## src/sv/piece_counting_scale_unit_defines.svh

```systemverilog
// ----------------------------------------------------------------------------
// Piece-counting scale: assertion macros
// Shared property wrappers, clocked on aclk and held off during reset.
// ----------------------------------------------------------------------------
`ifndef PIECE_COUNTING_SCALE_UNIT_DEFINES_SVH
`define PIECE_COUNTING_SCALE_UNIT_DEFINES_SVH

// Same-cycle implication.
`define PCS_ASSERT_IMP(label, ante, cons, msg) \
    label: assert property (@(posedge aclk) disable iff (!aresetn) \
        (ante) |-> (cons)) else $error(msg);

// Next-cycle implication.
`define PCS_ASSERT_NXT(label, ante, cons, msg) \
    label: assert property (@(posedge aclk) disable iff (!aresetn) \
        (ante) |=> (cons)) else $error(msg);

`endif

```

## src/sv/pcs_pkg.sv

```systemverilog
// ----------------------------------------------------------------------------
// Piece-counting scale: shared package
// Payload types, key codes, widths and the controller/datapath interface.
// ----------------------------------------------------------------------------
package pcs_pkg;

    localparam int WEIGHT_W             = 16;
    localparam int COUNT_W              = 15;
    localparam int FACTOR_W             = 32;
    localparam int SCALE_SHIFT_DEFAULT  = 10;

    localparam logic [1:0] KIND_WEIGHT  = 2'd0;
    localparam logic [1:0] KIND_KEY     = 2'd1;
    localparam logic [1:0] KIND_REMOTE  = 2'd2;
    localparam logic [1:0] KIND_RESTART = 2'd3;

    localparam logic [7:0] ASCII_ZERO   = 8'h30;
    localparam logic [7:0] ASCII_NINE   = 8'h39;
    localparam logic [7:0] KEY_CLEAR    = 8'h2A;
    localparam logic [7:0] KEY_COMMIT   = 8'h23;

    localparam logic [COUNT_W-1:0] ENTRY_MAX = 15'd32767;

    typedef struct packed {
        logic [1:0]                 kind;
        logic signed [WEIGHT_W-1:0] weight;
        logic [7:0]                 key_code;
        logic [COUNT_W-1:0]         remote_count;
    } pcs_in_t;

    typedef struct packed {
        logic signed [WEIGHT_W-1:0] shown_value;
        logic                       counting;
        logic                       error;
    } pcs_out_t;

    typedef struct packed {
        logic load;        // capture the accepted request
        logic apply;       // perform the mode, entry and weight update
        logic div_start;   // launch the divider
        logic div_commit;  // divider operands: entry count instead of factor
        logic commit_wr;   // store the new factor and enter counting mode
        logic count_wr;    // store the saturated item count
        logic out_load;    // move the result into the output register
    } pcs_cmd_t;

    typedef struct packed {
        logic commit_req;
        logic mode_after;
        logic div_busy;
        logic div_done;
    } pcs_stat_t;

endpackage

```

## src/sv/pcs_div.sv

```systemverilog
// ----------------------------------------------------------------------------
// Piece-counting scale: signed divider
// Restoring radix-2 divider on magnitudes, one quotient bit per cycle.
// ----------------------------------------------------------------------------
module pcs_div #(
    parameter int DIVIDEND_W = pcs_pkg::WEIGHT_W + pcs_pkg::SCALE_SHIFT_DEFAULT
) (
    input  logic                                 aclk,
    input  logic                                 aresetn,
    input  logic                                 start,
    input  logic signed [DIVIDEND_W-1:0]         dividend,
    input  logic signed [pcs_pkg::FACTOR_W-1:0]  divisor,
    output logic                                 busy,
    output logic                                 done,
    output logic [DIVIDEND_W-1:0]                quo_mag,
    output logic                                 quo_neg
);
    import pcs_pkg::*;

    localparam int CNT_W = $clog2(DIVIDEND_W);
    localparam logic [CNT_W-1:0] LAST_STEP = CNT_W'(DIVIDEND_W - 1);

    logic [DIVIDEND_W-1:0] quo_reg;
    logic [FACTOR_W-1:0]   rem_reg;
    logic [FACTOR_W-1:0]   den_reg;
    logic                  neg_reg;
    logic [CNT_W-1:0]      cnt_reg;
    logic                  busy_reg;
    logic                  done_reg;

    logic [DIVIDEND_W-1:0] a_u;
    logic [DIVIDEND_W-1:0] a_mag;
    logic [FACTOR_W-1:0]   b_u;
    logic [FACTOR_W-1:0]   b_mag;
    logic [FACTOR_W:0]     trial;
    logic [FACTOR_W:0]     diff;
    logic                  fits;

    always_comb begin
        a_u   = dividend;
        b_u   = divisor;
        a_mag = a_u[DIVIDEND_W-1] ? (~a_u + DIVIDEND_W'(1)) : a_u;
        b_mag = b_u[FACTOR_W-1] ? (~b_u + FACTOR_W'(1)) : b_u;
        trial = {rem_reg, quo_reg[DIVIDEND_W-1]};
        diff  = trial - {1'b0, den_reg};
        fits  = (trial >= {1'b0, den_reg});
    end

    always_ff @(posedge aclk) begin
        if (!aresetn) begin
            busy_reg <= 1'b0;
            done_reg <= 1'b0;
            cnt_reg  <= '0;
        end else begin
            done_reg <= 1'b0;
            if (start) begin
                busy_reg <= 1'b1;
                cnt_reg  <= '0;
            end else if (busy_reg) begin
                cnt_reg <= cnt_reg + CNT_W'(1);
                if (cnt_reg == LAST_STEP) begin
                    busy_reg <= 1'b0;
                    done_reg <= 1'b1;
                end
            end
        end
    end

    always_ff @(posedge aclk) begin
        if (start) begin
            quo_reg <= a_mag;
            rem_reg <= '0;
            den_reg <= b_mag;
            neg_reg <= a_u[DIVIDEND_W-1] ^ b_u[FACTOR_W-1];
        end else if (busy_reg) begin
            quo_reg <= {quo_reg[DIVIDEND_W-2:0], fits};
            rem_reg <= fits ? diff[FACTOR_W-1:0] : trial[FACTOR_W-1:0];
        end
    end

    assign busy    = busy_reg;
    assign done    = done_reg;
    assign quo_mag = quo_reg;
    assign quo_neg = neg_reg;

endmodule

```

## src/sv/pcs_dp.sv

```systemverilog
// ----------------------------------------------------------------------------
// Piece-counting scale: datapath
// Holds the scale state, decodes requests and forms the result.
// ----------------------------------------------------------------------------
module pcs_dp #(
    parameter int SCALE_SHIFT = pcs_pkg::SCALE_SHIFT_DEFAULT
) (
    input  logic               aclk,
    input  logic               aresetn,
    input  pcs_pkg::pcs_in_t   s_data,
    input  pcs_pkg::pcs_cmd_t  cmd,
    output pcs_pkg::pcs_stat_t st,
    output pcs_pkg::pcs_out_t  m_data
);
    import pcs_pkg::*;

    localparam int PROD_W = WEIGHT_W + SCALE_SHIFT;

    pcs_in_t                    in_reg;
    pcs_out_t                   out_reg;
    logic                       mode_reg;
    logic [COUNT_W-1:0]         entry_reg;
    logic signed [WEIGHT_W-1:0] lw_reg;
    logic [FACTOR_W-1:0]        factor_reg;
    logic signed [WEIGHT_W-1:0] shown_reg;
    logic                       err_reg;

    logic                       mode_next;
    logic [COUNT_W-1:0]         entry_next;
    logic signed [WEIGHT_W-1:0] lw_next;
    logic                       commit_req;
    logic                       err_apply;

    logic                       is_digit;
    logic [3:0]                 digit;
    logic [COUNT_W+3:0]         digit_sum;
    logic [COUNT_W-1:0]         digit_sat;

    logic signed [PROD_W-1:0]   dividend;
    logic signed [FACTOR_W-1:0] divisor;
    logic                       div_busy;
    logic                       div_done;
    logic [PROD_W-1:0]          quo_mag;
    logic                       quo_neg;

    logic [PROD_W-1:0]          mag_neg;
    logic [FACTOR_W-1:0]        mag_wide;
    logic [FACTOR_W-1:0]        factor_new;
    logic signed [WEIGHT_W-1:0] count_val;
    logic                       count_err;

    // Decimal entry: entry * 10 + digit, clamped to the largest count.
    always_comb begin
        is_digit  = (in_reg.key_code >= ASCII_ZERO) && (in_reg.key_code <= ASCII_NINE);
        digit     = 4'(in_reg.key_code - ASCII_ZERO);
        digit_sum = {entry_reg, 3'b000} + {2'b00, entry_reg, 1'b0}
                  + (COUNT_W + 4)'(digit);
        digit_sat = (digit_sum > (COUNT_W + 4)'(ENTRY_MAX)) ? ENTRY_MAX
                                                          : digit_sum[COUNT_W-1:0];
    end

    always_comb begin
        lw_next    = lw_reg;
        entry_next = entry_reg;
        mode_next  = mode_reg;
        commit_req = 1'b0;
        err_apply  = 1'b0;
        unique case (in_reg.kind)
            KIND_WEIGHT: begin
                lw_next = in_reg.weight;
            end
            KIND_RESTART: begin
                mode_next  = 1'b0;
                entry_next = '0;
            end
            KIND_KEY: begin
                if (!mode_reg) begin
                    priority if (is_digit) begin
                        entry_next = digit_sat;
                    end else if (in_reg.key_code == KEY_CLEAR) begin
                        entry_next = '0;
                    end else if (in_reg.key_code == KEY_COMMIT && entry_reg != '0) begin
                        commit_req = 1'b1;
                    end else begin
                        // Any other key leaves the entry alone.
                        entry_next = entry_reg;
                    end
                end
            end
            KIND_REMOTE: begin
                if (!mode_reg) begin
                    if (in_reg.remote_count == '0) begin
                        err_apply = 1'b1;
                    end else begin
                        commit_req = 1'b1;
                        entry_next = in_reg.remote_count;
                    end
                end
            end
        endcase
    end

    // The commit divides by the entered count, counting divides by the factor.
    always_comb begin
        dividend = {lw_reg, {SCALE_SHIFT{1'b0}}};
        divisor  = cmd.div_commit ? FACTOR_W'(entry_reg) : factor_reg;
    end

    pcs_div #(
        .DIVIDEND_W (PROD_W)
    ) u_div (
        .aclk     (aclk),
        .aresetn  (aresetn),
        .start    (cmd.div_start),
        .dividend (dividend),
        .divisor  (divisor),
        .busy     (div_busy),
        .done     (div_done),
        .quo_mag  (quo_mag),
        .quo_neg  (quo_neg)
    );

    // Signed quotient, truncated toward zero: kept whole as the new factor, clamped to 16 bits as the count.
    always_comb begin
        mag_neg    = ~quo_mag + PROD_W'(1);
        mag_wide   = FACTOR_W'(quo_mag);
        factor_new = quo_neg ? (~mag_wide + FACTOR_W'(1)) : mag_wide;
        count_err  = 1'b0;
        priority if (factor_reg == '0) begin
            count_val = '0;
            count_err = 1'b1;
        end else if (quo_neg && quo_mag > PROD_W'(32768)) begin
            count_val = 16'sh8000;
            count_err = 1'b1;
        end else if (quo_neg) begin
            count_val = mag_neg[WEIGHT_W-1:0];
        end else if (quo_mag > PROD_W'(32767)) begin
            count_val = 16'sh7FFF;
            count_err = 1'b1;
        end else begin
            count_val = quo_mag[WEIGHT_W-1:0];
        end
    end

    always_ff @(posedge aclk) begin
        if (!aresetn) begin
            mode_reg   <= 1'b0;
            entry_reg  <= '0;
            lw_reg     <= '0;
            factor_reg <= '0;
        end else if (cmd.apply) begin
            mode_reg  <= mode_next;
            entry_reg <= entry_next;
            lw_reg    <= lw_next;
        end else if (cmd.commit_wr) begin
            mode_reg   <= 1'b1;
            factor_reg <= factor_new;
        end
    end

    always_ff @(posedge aclk) begin
        if (cmd.load) begin
            in_reg <= s_data;
        end
        if (cmd.apply) begin
            shown_reg <= {1'b0, entry_next};
            err_reg   <= err_apply;
        end else if (cmd.count_wr) begin
            shown_reg <= count_val;
            err_reg   <= err_reg | count_err;
        end
        if (cmd.out_load) begin
            out_reg.shown_value <= shown_reg;
            out_reg.counting    <= mode_reg;
            out_reg.error       <= err_reg;
        end
    end

    always_comb begin
        st.commit_req = commit_req;
        st.mode_after = mode_next;
        st.div_busy   = div_busy;
        st.div_done   = div_done;
    end

    assign m_data = out_reg;

endmodule

```

## src/sv/pcs_ctrl.sv

```systemverilog
// ----------------------------------------------------------------------------
// Piece-counting scale: controller
// Sequences decode, commit division, count division and result hand-off.
// ----------------------------------------------------------------------------
`include "piece_counting_scale_unit_defines.svh"

module pcs_ctrl (
    input  logic               aclk,
    input  logic               aresetn,
    input  logic               s_valid,
    output logic               s_ready,
    output logic               m_valid,
    input  logic               m_ready,
    input  pcs_pkg::pcs_stat_t st,
    output pcs_pkg::pcs_cmd_t  cmd
);
    import pcs_pkg::*;

    localparam logic [2:0] ST_IDLE    = 3'd0;
    localparam logic [2:0] ST_APPLY   = 3'd1;
    localparam logic [2:0] ST_START_C = 3'd2;
    localparam logic [2:0] ST_WAIT_C  = 3'd3;
    localparam logic [2:0] ST_START_N = 3'd4;
    localparam logic [2:0] ST_WAIT_N  = 3'd5;
    localparam logic [2:0] ST_FIN     = 3'd6;

    logic [2:0] state_reg;
    logic [2:0] state_next;
    logic       out_valid_reg;
    logic       out_valid_next;

    always_comb begin
        state_next = state_reg;
        cmd        = '0;
        unique case (state_reg)
            ST_IDLE: begin
                if (s_valid) begin
                    cmd.load   = 1'b1;
                    state_next = ST_APPLY;
                end
            end
            ST_APPLY: begin
                cmd.apply = 1'b1;
                priority if (st.commit_req) begin
                    state_next = ST_START_C;
                end else if (st.mode_after) begin
                    state_next = ST_START_N;
                end else begin
                    state_next = ST_FIN;
                end
            end
            ST_START_C: begin
                cmd.div_start  = 1'b1;
                cmd.div_commit = 1'b1;
                state_next     = ST_WAIT_C;
            end
            ST_WAIT_C: begin
                if (st.div_done) begin
                    cmd.commit_wr = 1'b1;
                    state_next    = ST_START_N;
                end
            end
            ST_START_N: begin
                cmd.div_start = 1'b1;
                state_next    = ST_WAIT_N;
            end
            ST_WAIT_N: begin
                if (st.div_done) begin
                    cmd.count_wr = 1'b1;
                    state_next   = ST_FIN;
                end
            end
            ST_FIN: begin
                // The output register may still hold the previous result.
                if (!out_valid_reg || m_ready) begin
                    cmd.out_load = 1'b1;
                    state_next   = ST_IDLE;
                end
            end
            default: begin
                state_next = ST_IDLE;
            end
        endcase
    end

    always_comb begin
        out_valid_next = out_valid_reg & ~m_ready;
        if (cmd.out_load) begin
            out_valid_next = 1'b1;
        end
    end

    always_ff @(posedge aclk) begin
        if (!aresetn) begin
            state_reg     <= ST_IDLE;
            out_valid_reg <= 1'b0;
        end else begin
            state_reg     <= state_next;
            out_valid_reg <= out_valid_next;
        end
    end

    assign s_ready = (state_reg == ST_IDLE);
    assign m_valid = out_valid_reg;

    `PCS_ASSERT_IMP(a_wait_has_divider, (state_reg == ST_WAIT_C || state_reg == ST_WAIT_N), (st.div_busy || st.div_done), "Waiting for a quotient while the divider is idle.")
    `PCS_ASSERT_IMP(a_done_when_waiting, st.div_done, (state_reg == ST_WAIT_C || state_reg == ST_WAIT_N), "Divider finished outside a wait state.")
    `PCS_ASSERT_IMP(a_result_from_fin, $rose(out_valid_reg), ($past(state_reg) == ST_FIN), "Result appeared without passing the final state.")
    `PCS_ASSERT_NXT(a_commit_then_count, (state_reg == ST_WAIT_C && st.div_done), (state_reg == ST_START_N), "A commit was not followed by a count division.")

endmodule

```

## src/sv/piece_counting_scale_unit.sv

```systemverilog
// A request in calibrating mode or a restart needs no division, a counting request
// runs one count division and a commit runs the commit division, then a count division.
// Throughput: one request at a time; the bit-serial divider, one quotient bit per
// cycle over WEIGHT_W + SCALE_SHIFT bits, sets the cost of each division.
// Reset (aresetn low, synchronous): calibrating mode, zero entry, weight and factor.
// ----------------------------------------------------------------------------
// Piece-counting scale unit
// Keypad or remote calibration of a per-piece weight factor, then item counts.
// ----------------------------------------------------------------------------
module piece_counting_scale_unit #(
    parameter int SCALE_SHIFT = pcs_pkg::SCALE_SHIFT_DEFAULT
) (
    input  logic              aclk,
    input  logic              aresetn,
    input  logic              s_valid,
    output logic              s_ready,
    input  pcs_pkg::pcs_in_t  s_data,
    output logic              m_valid,
    input  logic              m_ready,
    output pcs_pkg::pcs_out_t m_data
);
    import pcs_pkg::*;

    pcs_cmd_t  cmd;
    pcs_stat_t st;

    pcs_ctrl u_ctrl (
        .aclk    (aclk),
        .aresetn (aresetn),
        .s_valid (s_valid),
        .s_ready (s_ready),
        .m_valid (m_valid),
        .m_ready (m_ready),
        .st      (st),
        .cmd     (cmd)
    );

    pcs_dp #(
        .SCALE_SHIFT (SCALE_SHIFT)
    ) u_dp (
        .aclk    (aclk),
        .aresetn (aresetn),
        .s_data  (s_data),
        .cmd     (cmd),
        .st      (st),
        .m_data  (m_data)
    );

endmodule
```

## config.mk

```make
export PLATFORM = sky130hd
export DESIGN_NAME = piece_counting_scale_unit
export DESIGN_NICKNAME = d
export VERILOG_FILES = /design/src/sv/pcs_pkg.sv /design/src/sv/pcs_div.sv /design/src/sv/pcs_dp.sv /design/src/sv/pcs_ctrl.sv /design/src/sv/piece_counting_scale_unit.sv
export VERILOG_INCLUDE_DIRS = /design/src /design/src/sv
export SDC_FILE = /design/constraint.sdc
export NUM_CORES = 1
export LEC_CHECK = 0
export BUFFER_PORTS_ARGS = -buffer_cell sky130_fd_sc_hd__buf_2
export CORE_ASPECT_RATIO = 1.1
export CORE_MARGIN = 2
export CORE_UTILIZATION = 56
export DETAILED_ROUTE_END_ITERATION = 10
export PLACE_DENSITY_LB_ADDON = 0.1
export SYNTH_ARGS = -nofsm -noshare
export SYNTH_HDL_FRONTEND = slang
export SYNTH_SLANG_ARGS = --single-unit
```

## constraint.sdc

```tcl
create_clock -name aclk -period 7.74 [get_ports aclk]
set_input_delay 2.322 -clock aclk [delete_from_list [all_inputs] [get_ports aclk]]
set_output_delay 2.322 -clock aclk [all_outputs]
set_load 0.01 [all_outputs]
```

==> summary.txt, run 1 <==
Outcome
  – Status: complete, no violations

Placed design
  – DP HPWL: 27.95 mm
  – Dpl ws: 3.450 ns
  – Placed cell count: 2020
  – Placed inst area: 15370 sq um
  – Port Buf Inserts: 64
  – GP Congestion: 0.9469

Floorplanning
  – Core area: 26140 sq um
  – # rows: 62
  – Die extent in x: 159.4 microns
  – I/O pin count: 65
  – Die area: 27870 sq um
  – Die Span Y: 174.9 microns
  – Initial Utilization: 0.5687

Synth
  – Synth Register Bits: 242
  – Yosys warning total: 0
  – Fraction of registers with async set/reset: 0
  – Mean post-synth cell area: 8.787 sq um
  – Largest cells by area after synthesis: edfxtp_1 27%, dfxtp_1 15%, ha_1 6.0%
  – Seq/Total Area, Yosys: 0.4161
  – Count leader, synth: nand2_1
  – Number of synthesized flops with an enable pin: 134
  – Post-synth top flop: edfxtp_1
  – Leading area contributor after synthesis: edfxtp_1
  – Netlist Area Pre-Place: 14870 sq um
  – Synth Net Count: 1811
  – Cells after Synth: 1692
  – Synth top area share: 0.2707
  – Post-synthesis cell type count: 76
  – Post-synth top cells: 156 x nand2_1, 147 x o21ai_0, 134 x edfxtp_1

Worst setup path
  – CP Cell Sequence: inv_1 > fa_1 > inv_1 > ha_1 > a211oi_1 > nor2_1 > o31ai_1 > a21oi_1 > mux2i_1 > o21ai_2 > a2111oi_0 > a2111oi_0
  – Critical Path AT: 4.86 ns
  – Slowest stage cell, crit path: o21ai_2
  – Crit path required time: 8.15 ns
  – Largest stage delay, worst path: 0.81 ns
  – CP max FO: 20
  – Crit Path Class: reg2reg
  – Worst setup EP type: register
  – Family with the most delay on the worst path: compound AO/OA/AOI/OAI gates
  – Crit start category: register
  – Crit path buf inv count: 2

STA
  – Final Cycle Share: 0.5752
  – F_max: 224.6 MHz
  – Hold Violations, Final: 0
  – Fin Setup TNS: 0 ns
  – Max-slew headroom: 0.2069
  – RSZ-0062 raised after global routing: no
  – Setup Viol. Count Final: 0
  – Actual slew at the worst max-slew pin: 1.184 ns
  – Final Critical Period: 4.452 ns
  – Final setup skew: 0.01073 ns
  – Final Slew Violations: 0
  – Worst setup margin: 3.288 ns

Global routing
  – Total congestion overflow: 0
  – Vias in the first global route: 12.25k
  – Largest net degree at the start of global routing: 80
  – Antenna violations before repair: 0
  – First-pass GRT wire length: 63.36 mm
  – GRT Overall Usage: 0.2782

Drt
  – WL/cell: 18.97 microns
  – Drt drc: 0
  – Vias: 12.83k
  – Final WL: 39.30 mm
  – Vias/cell: 6.194
  – Final ANT Viol Nets: 0
  – Detailed Route Iter0 Violations: 1124
  – Drt pass-1 iters: 8

Power and ir drop
  – Seq pwr share: 0.344
  – Static Leak: 6.418 nW
  – Internal power: 3.552 mW
  – Sw power: 2.514 mW
  – Comb pwr share: 0.427
  – PwrDens: 371.0 nW/um^2
  – Clock Power Share: 0.229
  – Maximum vdd ir drop: 0.0002455 V
  – Sw frac: 0.4144

Finish
  – Final instance area: 16350 sq um
  – FILL cells: 2315
  – Layout Cells excl Fill: 2072
  – P&R area growth vs syn: 9.956%
  – Layout cells sized above 1: 0.09128
  – Footprint of the multi-input gates: 8023 sq um
  – Reg area: 6186 sq um
  – Antenna cells: 0
  – Layout Utilization: 0.6253
  – Max reg flops: 41
  – Final net count: 1817

Flow run
  – Maxcap violations: 0

Clock tree
  – Clock Latency Late Sink: 0.55 ns
  – H-Tree Level Count: 1
  – Root Buffer: clkbuf_16
  – CTS Buffer Depth: 3
  – Setup Buffers After CTS: 0
  – CTS tree: yes
  – Clock sink total: 242
  – Hold buffers post-CTS: 0
  – Worst-path clk slew: 0.06 ns
  – TritonCTS buffer count: 28
  – Post-CTS resize count: 0

Worst hold path
  – Min-Delay Path Class: reg2reg
-- kinds of logic after synthesis --
| logic type | count (synthesis) | synth area share |
|---|---|---|
| and+or+nand+nor | 563 | 0.1873 |
| buffers and inverters | 179 | 0.04587 |
| xor gates and xnor gates | 95 | 0.05597 |
| adders and majority gates | 74 | 0.06379 |
| muxes | 22 | 0.01515 |
| AOI/OAI and AO/OA | 517 | 0.2158 |
| DFF | 242 | 0.4161 |
-- cells in the final DEF, fill, tap and decap left out, types with 8 or more instances in the layout --
master and count:
nor3b_1 15, clkbuf_16 29, o211ai_1 17, dfxtp_1 108, mux2i_1 18, ha_1 71, inv_1 73, xnor2_1 30
o21ai_0 146, a211o_1 8, o221ai_1 8, and2_1 11, a211oi_1 40, or3_1 18, buf_4 17, nand2b_1 17
o31ai_1 26, a31oi_1 46, edfxtp_1 134, nor4_1 11, xor2_1 65, a21o_1 22, a21oi_1 129, nand2_1 156
nor2_1 131, nand3_1 55, and3_1 21, buf_2 64, nor3_1 50, nand4_1 16, o21a_1 9, nor2b_1 18
-- layout make-up --
cell class	instances	area share
Tap cell	352	0.02694
Timing Repair Buffer	81	0.02740
Sequential cell	242	0.3784
Inverter	74	0.01699
Clock buffer	31	0.04608
Clock inverter	21	0.01339
Multi-Input combinational cell	1271	0.4908
-- metrics by stage --
step | total power [mW] | hold WS (ns)
4_1_cts | 6.053 | 0.4209
3_5_place_dp | 4.657 | 0.4061
3_3_place_gp | 4.613 | 0.4079
6_report | 6.065 | 0.4258
5_1_grt | 6.461 | 0.4228
2_1_floorplan | 3.978 | 0.4003
-- power groups by stage --
stage               logic (mW)  registers [mW]  clock network, mW
finish                    2.59            2.09               1.39
global route              2.88            2.12               1.46
CTS                       2.57            2.08               1.41
detailed placement        2.56            2.10                  0
global placement          2.52            2.09                  0
floorplan                 2.03            1.95                  0
-- final timing paths --
kind / slack [ns] / cells after the start / endpoint / start
worst max-delay path: 3.29 / 12 / u_dp.entry_reg[12] / u_dp.entry_reg[0]
worst min register to register: 0.43 / 0 / u_dp.m_data[11] / u_dp.shown_reg[9]
worst min-delay path: 0.43 / 0 / u_dp.m_data[11] / u_dp.shown_reg[9]
worst max register to register: 3.29 / 12 / u_dp.entry_reg[12] / u_dp.entry_reg[0]
-- per-layer routing --
layer	GRT usage	vias to the layer above	routed length, microns
li1	-	6240	-
met1	0.3666	6013	16860
met2	0.4741	492	18540
met3	0.03869	89	2741
met4	0.09242	0	1169
met5	0	-	0
No activity file was read; power rests on OpenSTA's default activity.
==> inputs of run 2 (changes only) <==
==> constraint.sdc (replaced) <==
create_clock -name aclk -period 3.65 [get_ports aclk]
set_input_delay 1.095 -clock aclk [delete_from_list [all_inputs] [get_ports aclk]]
set_output_delay 1.095 -clock aclk [all_outputs]
set_load 0.01 [all_outputs]
==> run 2 against run 1 <==
Setup slack lost 3.1 ns; maximum frequency grew 30%; cell count grew 2.4%; register-to-register slack lost 3.1 ns; clock-buffer cell count grew 2; total power grew 110%; combinational power grew 130%; utilization grew 1.7 points; hold slack gained 0.020 ns; highest routed layer is now met5.
==> summary.txt, run 2 (same netlist as run 1, synthesis figures left out) <==
Worst setup path
  – Crit start category: register (unchanged)
  – CP max FO: 16 (was 20)
  – Crit Reg-Reg Startpoint: u_dp.in_reg[17] (was u_dp.entry_reg[0])
  – Crit Path Class: reg2reg (unchanged)
  – Critical Path AT: 3.70 ns (was 4.86 ns)
  – Critical Path Start: u_dp.in_reg[17] (was u_dp.entry_reg[0])
  – Worst setup EP type: register (unchanged)
  – Crit path required time: 3.92 ns (was 8.15 ns)

Drt
  – WL/cell: 18.58 microns (was 18.97 microns)
  – Final WL: 39.43 mm (was 39.30 mm)
  – Drt pass-1 iters: 5 (was 8)
  – Final ANT Viol Nets: 0 (unchanged)
  – Vias: 13.07k (was 12.83k)
  – Detailed Route Iter0 Violations: 1250 (was 1124)
  – Vias/cell: 6.159 (was 6.194)
  – Drt drc: 0 (unchanged)

Clock tree
  – TritonCTS buffer count: 28 (unchanged)
  – CTS Buffer Depth: 3 (unchanged)
  – Root Buffer: clkbuf_16 (unchanged)
  – Clock Latency Late Sink: 0.55 ns (about the same)
  – Clock sink total: 242 (unchanged)
  – Hold buffers post-CTS: 0 (unchanged)
  – CTS tree: yes (unchanged)
  – H-Tree Level Count: 1 (unchanged)
  – Worst-path clk slew: 0.06 ns (about the same)

Global routing
  – Antenna violations before repair: 2 (was 0)
  – Vias in the first global route: 12.26k (was 12.25k)
  – GRT Overall Usage: 0.2770 (was 0.2782)
  – First-pass GRT wire length: 63.25 mm (was 63.36 mm)
  – Total congestion overflow: 0 (unchanged)
  – Largest net degree at the start of global routing: 79 (was 80)

STA
  – RSZ-0062 raised after global routing: yes (was no)
  – Hold slack: 0.4459 ns (was 0.4258 ns)
  – Final Slew Violations: 0 (unchanged)
  – Worst setup margin: 0.2148 ns (was 3.288 ns)
  – Actual slew at the worst max-slew pin: 1.105 ns (was 1.184 ns)
  – Max-slew headroom: 0.2625 (was 0.2069)
  – Fin Setup TNS: 0 ns (unchanged)
  – Final setup skew: 0.01677 ns (was 0.01073 ns)
  – Final Critical Period: 3.435 ns (was 4.452 ns)
  – Hold Violations, Final: 0 (unchanged)
  – F_max: 291.1 MHz (was 224.6 MHz)
  – Final Cycle Share: 0.9412 (was 0.5752)
  – Setup Viol. Count Final: 0 (unchanged)

Placed design
  – GP Congestion: 0.9662 (was 0.9469)
  – Placed inst area: 15790 sq um (was 15370 sq um)
  – Placed cell count: 2069 (was 2020)
  – Port Buf Inserts: 64 (unchanged)
  – Dpl ws: 0.1085 ns (was 3.450 ns)
  – DP HPWL: 28.72 mm (was 27.95 mm)

Finish
  – Commonest non-fill, non-tap cell in the layout: nand2_1 (unchanged)
  – Footprint of the multi-input gates: 8084 sq um (was 8023 sq um)
  – Most frequent cells in the layout: 156 x nand2_1, 146 x o21ai_0, 134 x edfxtp_1 (unchanged)
  – Final net count: 1867 (was 1817)
  – FILL cells: 2254 (was 2315)
  – P&R area growth vs syn: 12.99% (was 9.956%)
  – Layout cells sized above 1: 0.1215 (was 0.09128)
  – Layout Cells excl Fill: 2122 (was 2072)
  – Max reg flops: 41 (unchanged)
  – Reg area: 6186 sq um (unchanged)
  – Layout Utilization: 0.6426 (was 0.6253)
  – Final instance area: 16800 sq um (was 16350 sq um)
  – Antenna cells: 0 (unchanged)

Power and ir drop
  – Maximum vdd ir drop: 0.0004780 V (was 0.0002455 V)
  – Pwr Total: 13.04 mW (was 6.065 mW)
  – PwrDens: 776.1 nW/um^2 (was 371.0 nW/um^2)
  – Static Leak: 6.683 nW (was 6.418 nW)

Floorplanning
  – Core area: 26140 sq um (unchanged)
  – Initial Utilization: 0.5687 (unchanged)
  – # rows: 62 (unchanged)
  – Die area: 27870 sq um (unchanged)
  – Die extent in x: 159.4 microns (unchanged)
  – Die Span Y: 174.9 microns (unchanged)
  – I/O pin count: 65 (unchanged)

Worst hold path
  – Hold Crit Start: u_dp.shown_reg[14] (was u_dp.shown_reg[9])
  – Min-Delay Path Class: reg2reg (unchanged)

Outcome
  – Status: complete, no violations (unchanged)

Flow run
  – Maxcap violations: 0 (unchanged)
## run 2: final timing paths
| kind | cells past startpoint | end | slack [ns] |
|---|---|---|---|
| max | 14 | u_dp.shown_reg[7] | 0.21 |
| min | 0 | u_dp.m_data[16] | 0.45 |
| max reg2reg | 14 | u_dp.shown_reg[7] | 0.21 |
| min reg2reg | 0 | u_dp.m_data[16] | 0.45 |
## run 2: final cells by class
class,instances,area share
multi-input cells,1271,0.4812
flip-flops and latches,242,0.3682
repair buffers,131,0.05199
clock buffers,33,0.04461
well taps,352,0.02622
inverters,74,0.01654
clock inverters,19,0.01117
## run 2: power by group
group	switching (mW)	internal (mW)	total [mW]
combinational	3.68	2.23	5.92
clock	1.13	1.68	2.81
sequential	0.563	3.75	4.31
total	5.38	7.66	13.0
## run 2: routing by layer
| layer | share of wire | global-route usage | routed length [microns] | up-vias |
|---|---|---|---|---|
| li1 | - | - | - | 6342 |
| met1 | 0.43 | 0.3686 | 16990 | 6124 |
| met2 | 0.47 | 0.4705 | 18660 | 509 |
| met3 | 0.068 | 0.04272 | 2695 | 90 |
| met4 | 0.027 | 0.07955 | 1053 | 4 |
| met5 | 0.00071 | 0 | 28 | - |
## run 2: critical path, cell delays in order (launching register included)
cell,delay (ns)
edfxtp_1,0.40
ha_1,0.31
ha_1,0.25
inv_1,0.08
fa_1,0.21
nor2b_1,0.06
o21a_1,0.19
o211ai_1,0.27
a21oi_1,0.12
a2111oi_2,0.35
mux2i_1,0.14
buf_4,0.17
buf_4,0.21
nor3_2,0.24
o221ai_1,0.14
## run 2: repair_timing
| action | in CTS | in global routing |
|---|---|---|
| endpoints found under the setup margin | 0 | 24 |
| resized for setup | 0 | 14 |
| buffers inserted | 0 | 1 |
